[config.mk]
export PLATFORM = sky130hd
export DESIGN_NAME = ome_div
export DESIGN_NICKNAME = d
export VERILOG_FILES = /design/src/rtl/multichannel_one_euro_filter_top_assert.svh /design/src/rtl/ome_pkg.sv /design/src/rtl/ome_div.sv
export SDC_FILE = /design/constraint.sdc
export NUM_CORES = 1
export LEC_CHECK = 0
export BUFFER_PORTS_ARGS = -buffer_cell sky130_fd_sc_hd__buf_2
export CAP_MARGIN = 20
export CORE_MARGIN = 2
export CORE_UTILIZATION = 46
export CTS_CLUSTER_SIZE = 16
export DETAILED_ROUTE_END_ITERATION = 8
export PLACE_DENSITY = 0.72
export SYNTH_ARGS = -nofsm -noshare
export SYNTH_HDL_FRONTEND = slang
export SYNTH_SLANG_ARGS = --single-unit
[constraint.sdc]
create_clock -name clk_i -period 3.55 [get_ports clk_i]
set_input_delay 0.355 -clock clk_i [delete_from_list [all_inputs] [get_ports clk_i]]
set_output_delay 0.355 -clock clk_i [all_outputs]
set_load 0.01 [all_outputs]
[src/rtl/multichannel_one_euro_filter_top_assert.svh]
// Assertion macros shared by the filter RTL.
// Clocked on clk_i, disabled while rst_ni is low.
`ifndef MULTICHANNEL_ONE_EURO_FILTER_TOP_ASSERT_SVH
`define MULTICHANNEL_ONE_EURO_FILTER_TOP_ASSERT_SVH

// property holds at every edge out of reset
`define OME_ASSERT(label, prop, msg) \
  label: assert property (@(posedge clk_i) disable iff (!rst_ni) prop) else $error(msg);

// condition never true out of reset
`define OME_ASSERT_NEVER(label, cond, msg) \
  `OME_ASSERT(label, !(cond), msg)

`endif

[src/rtl/ome_pkg.sv]
`default_nettype none

package ome_pkg;

  // sequencer states
  typedef enum logic [4:0] {
    S_CLEAR,
    S_IDLE,
    S_EVAL,
    S_RMUL,
    S_RGO,
    S_RDIV,
    S_AM1,
    S_AM2,
    S_AM3,
    S_NORM,
    S_AGO,
    S_ADIV,
    S_SMUL,
    S_SADD,
    S_CUT1,
    S_CUT2,
    S_DONE
  } ome_state_e;

  // register indexes (word address)
  localparam logic [1:0] REG_MIN_CUTOFF   = 2'd0;
  localparam logic [1:0] REG_SPEED_GAIN   = 2'd1;
  localparam logic [1:0] REG_DERIV_CUTOFF = 2'd2;

  localparam logic [15:0] MIN_CUTOFF_RST   = 16'd256;
  localparam logic [15:0] SPEED_GAIN_RST   = 16'd0;
  localparam logic [15:0] DERIV_CUTOFF_RST = 16'd256;

  // arithmetic constants
  localparam logic [14:0] TWO_PI_Q12 = 15'd25736;
  localparam logic [63:0] ALPHA_DEN  = 64'd1048576000000;
  localparam logic [19:0] US_PER_S   = 20'd1000000;
  localparam int unsigned NORM_BIT   = 47;

  // shared divider widths
  localparam int unsigned DIV_W = 64;
  localparam int unsigned DSR_W = 48;

  // one channel's stored state
  typedef struct packed {
    logic [31:0] last_filtered;
    logic [31:0] last_derivative;
    logic [31:0] last_time;
  } ome_entry_t;

  // state memory control
  typedef struct packed {
    logic rd;
    logic wr;
  } ome_mem_ctl_t;

endpackage

`default_nettype wire

[src/rtl/ome_div.sv]
`default_nettype none

module ome_div (
  input  logic                      clk_i,
  input  logic                      rst_ni,
  input  logic                      start_i,
  input  logic [ome_pkg::DIV_W-1:0] dividend_i,
  input  logic [ome_pkg::DSR_W-1:0] divisor_i,
  output logic                      busy_o,
  output logic                      done_o,
  output logic [ome_pkg::DIV_W-1:0] quotient_o
);
  import ome_pkg::*;

  localparam int unsigned CW = $clog2(DIV_W);

  logic              busy_q, done_q;
  logic [CW-1:0]     cnt_q;
  logic [DSR_W-1:0]  rem_q, dsr_q;
  logic [DIV_W-1:0]  quo_q;
  logic [DSR_W:0]    rem_sh, rem_sub;
  logic              ge;

  // one restoring step per cycle
  assign rem_sh  = {rem_q, quo_q[DIV_W-1]};
  assign rem_sub = rem_sh - {1'b0, dsr_q};
  assign ge      = (rem_sh >= {1'b0, dsr_q});

  // control
  always_ff @(posedge clk_i or negedge rst_ni) begin
    if (!rst_ni) begin
      busy_q <= 1'b0;
      done_q <= 1'b0;
      cnt_q  <= '0;
    end else begin
      done_q <= 1'b0;
      if (start_i) begin
        busy_q <= 1'b1;
        cnt_q  <= '0;
      end else if (busy_q) begin
        cnt_q <= cnt_q + 1'b1;
        if (cnt_q == CW'(DIV_W - 1)) begin
          busy_q <= 1'b0;
          done_q <= 1'b1;
        end
      end
    end
  end

  // datapath
  always_ff @(posedge clk_i) begin
    if (start_i) begin
      quo_q <= dividend_i;
      rem_q <= '0;
      dsr_q <= divisor_i;
    end else if (busy_q) begin
      rem_q <= ge ? rem_sub[DSR_W-1:0] : rem_sh[DSR_W-1:0];
      quo_q <= {quo_q[DIV_W-2:0], ge};
    end
  end

  assign busy_o     = busy_q;
  assign done_o     = done_q;
  assign quotient_o = quo_q;

endmodule

`default_nettype wire

After elaboration in Yosys (flattened, before gate mapping)
Index checks and enable logic that the tools add are counted.

word-level totals
  register bits = 168
  input bits = 115
  output and inout port bits = 66
  word-level logic and storage cells = 22

cells by class
  $add $sub $neg = 2
  $lt $le $gt $ge = 1
  equality and inequality tests = 1
  muxes and demuxes = 11
  reduce and logical (&&, ||, !) cells = 1

operator list
  kind                                                            number
  64-bit 2-to-1 mux                                               2
  49-bit by 48-bit greater-or-equal comparator with 1-bit output  1
  48-bit 2-to-1 mux                                               1
  48-bit subtractor                                               1
  6-bit 2-to-1 mux                                                2
  6-bit by 1-bit adder with 6-bit output, second input constant   1
  6-bit equality test, second input constant                      1
  1-bit 2-to-1 mux                                                6
  2-bit nonzero test                                              1

Logic depth before layout (Yosys ltp)
Gate-level depths: netlist of the first run.

  depth in word-level cells = 4
  gate-level depth with buffers = 14
  depth with buffers taken out = 13

Worst setup path before layout of the first run
No wires, ideal clock.

  path type = flip-flop to flip-flop
  start point = register quo_q[63], in the netlist quotient_o[63]
  end point = register rem_q[46]
  arrival = 2875 ps
  required time = 3430 ps
  slack = 555 ps
  cell stages (with the launch flop) = 14
  buffers on the path = 0
  clock period less this slack = 2995 ps
  path through = edfxtp_1 > inv_1 > ha_1 > fa_1 > and2b_1 > o2111ai_1 > a211oi_1 > nor3_2 > o2111ai_2 > nor4b_4 > nor3_2 > o21ai_2 > xnor2_1 > a211o_1

on the way
  cells in the longest elaborated chain, start to end = 2
  elaborated cells between the ends (all ways) = 3
  classes of those cells = add/sub: 1; order compare: 1; mux: 1

ends and longest elaborated chain
  element                                                                                              RTL line                      text
  start, declared                                                                                      ome_div.sv:20                 logic [DIV_W-1:0] quo_q;
  start signal, assigned                                                                               ome_div.sv:53                 quo_q <= dividend_i;
  start signal, assigned                                                                               ome_div.sv:58                 quo_q <= {quo_q[DIV_W-2:0], ge};
  48-bit subtractor or 49-bit by 48-bit greater-or-equal comparator with 1-bit output (tied branches)  ome_div.sv:26, ome_div.sv:27
  48-bit 2-to-1 mux *                                                                                  ome_div.sv:57                 rem_q <= ge ? rem_sub[DSR_W-1:0] : rem_sh[DSR_W-1:0];
  end signal, assigned                                                                                 ome_div.sv:57
  end, declared                                                                                        ome_div.sv:19                 logic [DSR_W-1:0] rem_q, dsr_q;

Mark *: on every way between the ends. The rest lies on a longest branch, timed or not.
A chain may end at the register's enable or synchronous reset.

Worst setup path in the final report of the first run
Ends and elaborated chain as after synthesis.

==> metrics.txt, run 1 <==
Setup CP Type flip-flop to flip-flop; R2R Path End rem_q[46]; clk root buf clkbuf_16; vias per inst 5.43; Setup TNS 0 ns; WL final 22.2 mm; Clock Latency Late Sink 0.44 ns; detailed-route via count 7439; Fmax 306 MHz; Clk pin slew, worst setup/hold paths 0.08 ns; mapped cell area 0.00965 mm2; die width 149 um; Power Dens Cells 476 mW/mm2; IO buf count 180; CP endpoint kind flip-flop; Cell Chain, Critical Path inv_1, ha_1, fa_1, and2b_1, o2111ai_1, a211oi_1, nor3_2, o2111ai_2, nor4b_4, nor3_2, o21ai_2, xnor2_1, a211o_1; Hold Crit Depth 1; number of global-route vias before repair 7243; HPWL Detailed 16.2 mm; drt first pass iters 5; Worst R2R Path Depth 13; Nets 1253; CP max stage cell a211oi_1; Max-Cap Viols 0; Slew HR 44.7%; busiest grt layer met2; DRT iter0 DRCs 406; die area 0.0222 mm2; H-tree levels 4; Hold Startpoint divisor_i[6]; Hold/Removal Path Class input port to flip-flop; GRT Overall Usage 20.7%; Post-synth ARST share 4.76%; period utilization 92.0%; Leak 4.93 nW; Yosys warning total 0; IO Pins 181; GRT met3 Usage 6.36%; TritonCTS buffer count 17; Distinct cells, synth 72; # diodes 0; Final Hold Viols 0; Syn Area/Cell 10.4 um2; sequential share of the synthesized area 46.9%; Post-Syn Nets 1093; FF-to-FF setup slack 0.28 ns; number of synthesized flops with an enable pin 112; clock skew 0.0138 ns; critical path arrival 3.60 ns; Clock Path Buffers 2; cell mode on critical path nor3_2; # fillers 1809; Gate Count Post-Synth 928; CTS tree yes; Peak supply drop 0.333 mV; crit path max fanout 4; met2 Use GR 34.1%; total gr overflow 0; Pwr Total 5.42 mW; reg-to-reg startpoint quotient_o[63]; CP peak stage delay 0.42 ns; gpl congestion 0.848; core box area 0.0204 mm2; worst slew pin tran 0.829 ns; Hold Path End dsr_q[6]; largest net degree at the start of global routing 80; outcome finished clean; clock sinks 168; most frequent cells in the layout 179 x buf_2, 112 x edfxtp_1, 70 x nand2_1, 67 x inv_1; FF+latch area 0.00453 mm2; RSZ-0062 raised after global routing no; Main synth FF type edfxtp_1; antenna violations before repair 1; Residual DRC 0; share of cells above drive strength 1 28.3%; cell row count 52; Wirelength per Cell 16.2 um; commonest non-fill, non-tap cell in the layout buf_2; Final Max Tran Viols 0; Req. time, crit path 3.88 ns; Antenna Nets Post-Route 0; Final min period 3.27 ns; setup violators final 0; CP startpoint kind flip-flop; Initial Utilization 47.2%; Multi-input gate area 0.00463 mm2; global-route wire length before repair 36.2 mm; Syn-to-layout area delta 18.0%; Synth Register Bits 168; height of the chip 149 um; post_cts resized 0; GR Util met1 26.4%
==> area by class of cell <==
type	count	share of cell area (%)
flip-flops and latches	168	39.7
multi-input cells	641	40.7
clock inverters	15	1.73
inverters	68	2.24
repair buffers	192	8.89
well taps	270	2.97
clock buffers	17	3.74
==> cell families (layout without fill, tap and decap cells) <==
| group | Yosys count | count (layout) | share of synthesized area [%] |
|---|---|---|---|
| AO/OA/AOI/OAI | 246 | 246 | 17.0 |
| XOR/XNOR | 45 | 45 | 4.08 |
| adder cells (fa/ha/maj) | 50 | 50 | 6.56 |
| buffers and inverters | 119 | 292 | 5.10 |
| flip-flops | 168 | 168 | 46.9 |
| multiplexers | 83 | 83 | 9.52 |
| AND/OR/NAND/NOR | 217 | 217 | 10.8 |
==> power by group <==
group | internal, mW | switching [mW]
Sequential | 2.28 | 0.0993
Combinational | 0.514 | 0.640
Clock | 0.962 | 0.924
Total | 3.76 | 1.66
==> synth_stat cells, drive strengths merged (12+ instances only) <==
library cell  instances  area share [%]
inv                  68             2.6
ha                   49             6.4
edfxtp              112              35
a211oi               34             2.8
nand2                70             2.7
nand4                20             1.3
o21ai                73             3.9
a21oi                57             3.0
a21o                 24             1.9
clkbuf               31             1.2
mux2i                16             1.7
dfxtp                48              10
nor3                 16            0.99
xor2                 19             1.7
buf                  20             1.2
xnor2                26             2.4
o21a                 12            0.93
mux2                 67             7.9
nor2                 65             2.5
==> timing repair <==
| action | 4_1_cts | 5_1_grt |
|---|---|---|
| hold endpoints to repair | 8 | 0 |
| buffers inserted | 0 | 0 |
| hold buffers | 1 | 0 |
==> layer usage <==
| metal | up-vias | wire length (um) |
|---|---|---|
| li1 | 3691 | - |
| met1 | 3456 | 9760 |
| met2 | 257 | 10400 |
| met3 | 35 | 1620 |
| met4 | 0 | 393 |
| met5 | - | 0 |
==> registers in the layout (all words and copies together), names as in the netlist <==
signal and cells:
busy_o 1, cnt_q 6, done_o 1, dsr_q 48
quotient_o 64, rem_q 48
==> through the flow <==
step                cell area (um2)  hold WS [ns]  worst slack (ns)  instances  util [%]
finish                        11400        0.0800             0.283       1371      55.7
global route                  11400        0.0601            0.0117       1371      55.7
CTS                           11400        0.0690             0.279       1371      55.7
detailed placement            10800         0.205             0.309       1338      52.6
global placement              10800         0.207             0.410       1338      52.6
floorplan                      9650        0.0594             0.555        928         -
==> worst max path at each step <==
stage / start / end / slack (ns) / depth (start not counted)
floorplan: quotient_o[63] / rem_q[46] / 0.55 / 13
global placement: dsr_q[1] / rem_q[20] / 0.41 / 13
detailed placement: quotient_o[63] / rem_q[46] / 0.31 / 13
CTS: quotient_o[63] / rem_q[46] / 0.28 / 13
global route: quotient_o[63] / rem_q[42] / 0.01 / 13
finish: quotient_o[63] / rem_q[46] / 0.28 / 13
==> critical path, delay by kind of cell (launching register included) <==
kind | cells | cell delay, ns
buf+inv | 1 | 0.05
xor+xnor | 1 | 0.08
fa+ha+maj | 2 | 0.65
simple gates | 4 | 0.75
compound gates | 5 | 1.25
flops | 1 | 0.36
Note: power is estimated with default switching activity, not from simulation.
==> inputs of run 2 (changes only) <==
--- a/config.mk
+++ b/config.mk
@@ -12,4 +12,5 @@
 export CTS_CLUSTER_SIZE = 16
 export DETAILED_ROUTE_END_ITERATION = 8
+export GPL_TIMING_DRIVEN = 0
 export PLACE_DENSITY = 0.72
 export SYNTH_ARGS = -nofsm -noshare
==> constraint.sdc (replaced) <==
create_clock -name clk_i -period 3.55 [get_ports clk_i]
set_input_delay 0.355 -clock clk_i [delete_from_list [all_inputs] [get_ports clk_i]]
set_output_delay 0.355 -clock clk_i [all_outputs]
set_load 0.02 [all_outputs]
==> run 2 against run 1 <==
Worst setup slack worse by 0.14 ns. Register-to-register slack worse by 0.14 ns. Routed wire length up 9.5%. Combinational power up 9%. Hold slack better by 0.0090 ns. Via count up 4.4%. Flip-flop and latch count unchanged. Largest cell class unchanged.
==> metrics.txt, run 2 (synthesis results as in run 1) <==
outcome finished clean; Clk pin slew, worst setup/hold paths 0.08 ns (about the same); period utilization 96.1% (+4.1 points); # diodes 0 (unchanged); Wirelength per Cell 17.2 um (+6.2%); Final Non-Filler Cells 1413 (+3.1%); TritonCTS buffer count 17 (unchanged); Clock Latency Late Sink 0.44 ns (about the same); CTS tree yes; Final Hold Viols 0 (unchanged); clock skew 0.0108 ns (-0.00290 ns); CP endpoint kind flip-flop; Final min period 3.41 ns (+0.144 ns); IO Pins 181 (unchanged); critical path arrival 3.60 ns (about the same); IO buf count 180 (unchanged); clk root buf clkbuf_16; RSZ-0062 raised after global routing no; Slew HR 43.6% (-1.1 points); Req. time, crit path 3.74 ns (-0.14 ns); Peak supply drop 0.341 mV (+2.5%); Pwr Total 5.51 mW (+1.6%); most frequent cells in the layout 195 x buf_2, 112 x edfxtp_1, 70 x nand2_1, 67 x inv_1; cell row count 52 (unchanged); die width 149 um (unchanged); Setup Buffers After CTS 0 (unchanged); DRT iter0 DRCs 470 (+16%); core box area 0.0204 mm2 (unchanged); detailed-route via count 7769 (+4.4%); commonest non-fill, non-tap cell in the layout buf_2; clock sinks 168 (unchanged); Max-Cap Viols 0 (unchanged); worst slew pin tran 0.844 ns (+0.0148 ns); HPWL Detailed 18.0 mm (+11%); CP startpoint kind flip-flop; Leak 5.02 nW (+1.8%); share of cells above drive strength 1 28.3% (about the same); Setup CP Type flip-flop to flip-flop; Power Dens Cells 476 mW/mm2 (about the same); Fmax 293 MHz (-4.2%); total gr overflow 0 (unchanged); CP max stage cell edfxtp_1; Residual DRC 0 (unchanged); global-route wire length before repair 39.3 mm (+8.8%); Critical Path End quotient_o[0]; CP peak stage delay 0.47 ns (+0.05 ns); setup violators final 0 (unchanged); drt first pass iters 5 (unchanged); WL final 24.3 mm (+9.5%); Final Max Tran Viols 0 (unchanged); Syn-to-layout area delta 19.8%; # fillers 1848 (+2.2%); dpl cells 1380 (+3.1%); Hold/Removal Path Class input port to flip-flop; height of the chip 149 um (unchanged); Initial Utilization 47.2% (unchanged); gpl congestion 0.880 (+3.8%); Largest register FFs 64 (unchanged); Worst R2R Path Depth 12 (-1); antenna violations before repair 1 (unchanged); Nets 1295 (+3.4%); GRT Overall Usage 22.5% (+1.8 points); Antenna Nets Post-Route 0 (unchanged); R2R Path End quotient_o[0]; Clock Path Buffers 2 (unchanged); die area 0.0222 mm2 (unchanged); number of global-route vias before repair 7881 (+8.8%); crit path max fanout 10 (+6); reg-to-reg startpoint dsr_q[1]; largest net degree at the start of global routing 39 (-51%); vias per inst 5.50 (+1.3%); Cell Chain, Critical Path inv_1, ha_1, nor2b_4, o31a_1, o31a_4, o211ai_2, o211ai_2, a21boi_4, o21ai_4, buf_6, buf_6, mux2_2; H-tree levels 4 (unchanged); critical path launch point dsr_q[1]; FF-to-FF setup slack 0.14 ns (-0.14 ns)
==> run 2: cell types whose count changed in the layout (fill, tap and decap cells not counted), sizes merged <==
cell / delta
buf: +11
clkbuf: +31
clkinv: -2
inv: +2
==> run 2: stage by stage <==
step | setup TNS (ns) | util [%] | instance area, um2 | worst slack [ns] | hold WS (ns)
floorplan | 0 | - | 9650 | 0.474 | 0.0594
global placement | -77.19 | 53.3 | 10900 | -1.21 | 0.204
detailed placement | 0 | 53.5 | 10900 | 0.189 | 0.208
CTS | 0 | 56.5 | 11500 | 0.163 | 0.0721
global route | 0 | 56.6 | 11600 | 0.0367 | 0.0629
finish | 0 | 56.6 | 11600 | 0.139 | 0.0890
==> run 2: worst max-delay path, delay by kind of cell (launching register included) <==
kind / cells / cell delay, ns
muxes: 1 / 0.26
and+or+nand+nor: 1 / 0.14
AOI/OAI and AO/OA: 6 / 1.56
DFF: 1 / 0.47
adders and majority gates: 1 / 0.24
buffers and inverters: 3 / 0.47
==> run 2: how the worst min path moves through the flow <==
stage | cells after the start | slack [ns] | end | startpoint
floorplan | 0 | 0.06 | busy_o | rst_ni
global placement | 1 | 0.20 | cnt_q[2] | rst_ni
detailed placement | 1 | 0.21 | cnt_q[2] | rst_ni
CTS | 1 | 0.07 | dsr_q[42] | divisor_i[42]
global route | 1 | 0.06 | dsr_q[42] | divisor_i[42]
finish | 1 | 0.09 | dsr_q[42] | divisor_i[42]
==> run 2: where the power goes <==
group	leakage, nW	switching (mW)	internal (mW)	total [mW]
logic	3.09	0.728	0.519	1.25
registers	1.64	0.106	2.28	2.39
clock network	0.295	0.918	0.954	1.87
total	5.02	1.75	3.75	5.51
==> run 2: layout make-up <==
class,count,area (um2),share of cell area [%]
clock inverters,15,178,1.54
inverters,68,255,2.21
multi-input cells,641,4650,40.2
repair buffers,183,951,8.23
well taps,270,338,2.92
flip-flops and latches,168,4520,39.1
clock buffers,17,425,3.68
plain buffers,51,236,2.05
==> run 2: what timing repair did <==
item,in CTS,in global routing
endpoints found under the setup margin,0,2
resized for setup,0,3
hold endpoints to repair,8,0
hold buffers,1,0
==> run 2: metal layers <==
| metal | vias to the layer above | wire, um | track usage [%] |
|---|---|---|---|
| met5 | - | 13 | 0 |
| met4 | 2 | 453 | 6.05 |
| met3 | 36 | 1810 | 7.25 |
| met2 | 255 | 11600 | 38.0 |
| met1 | 3696 | 10400 | 27.8 |
| li1 | 3780 | - | - |
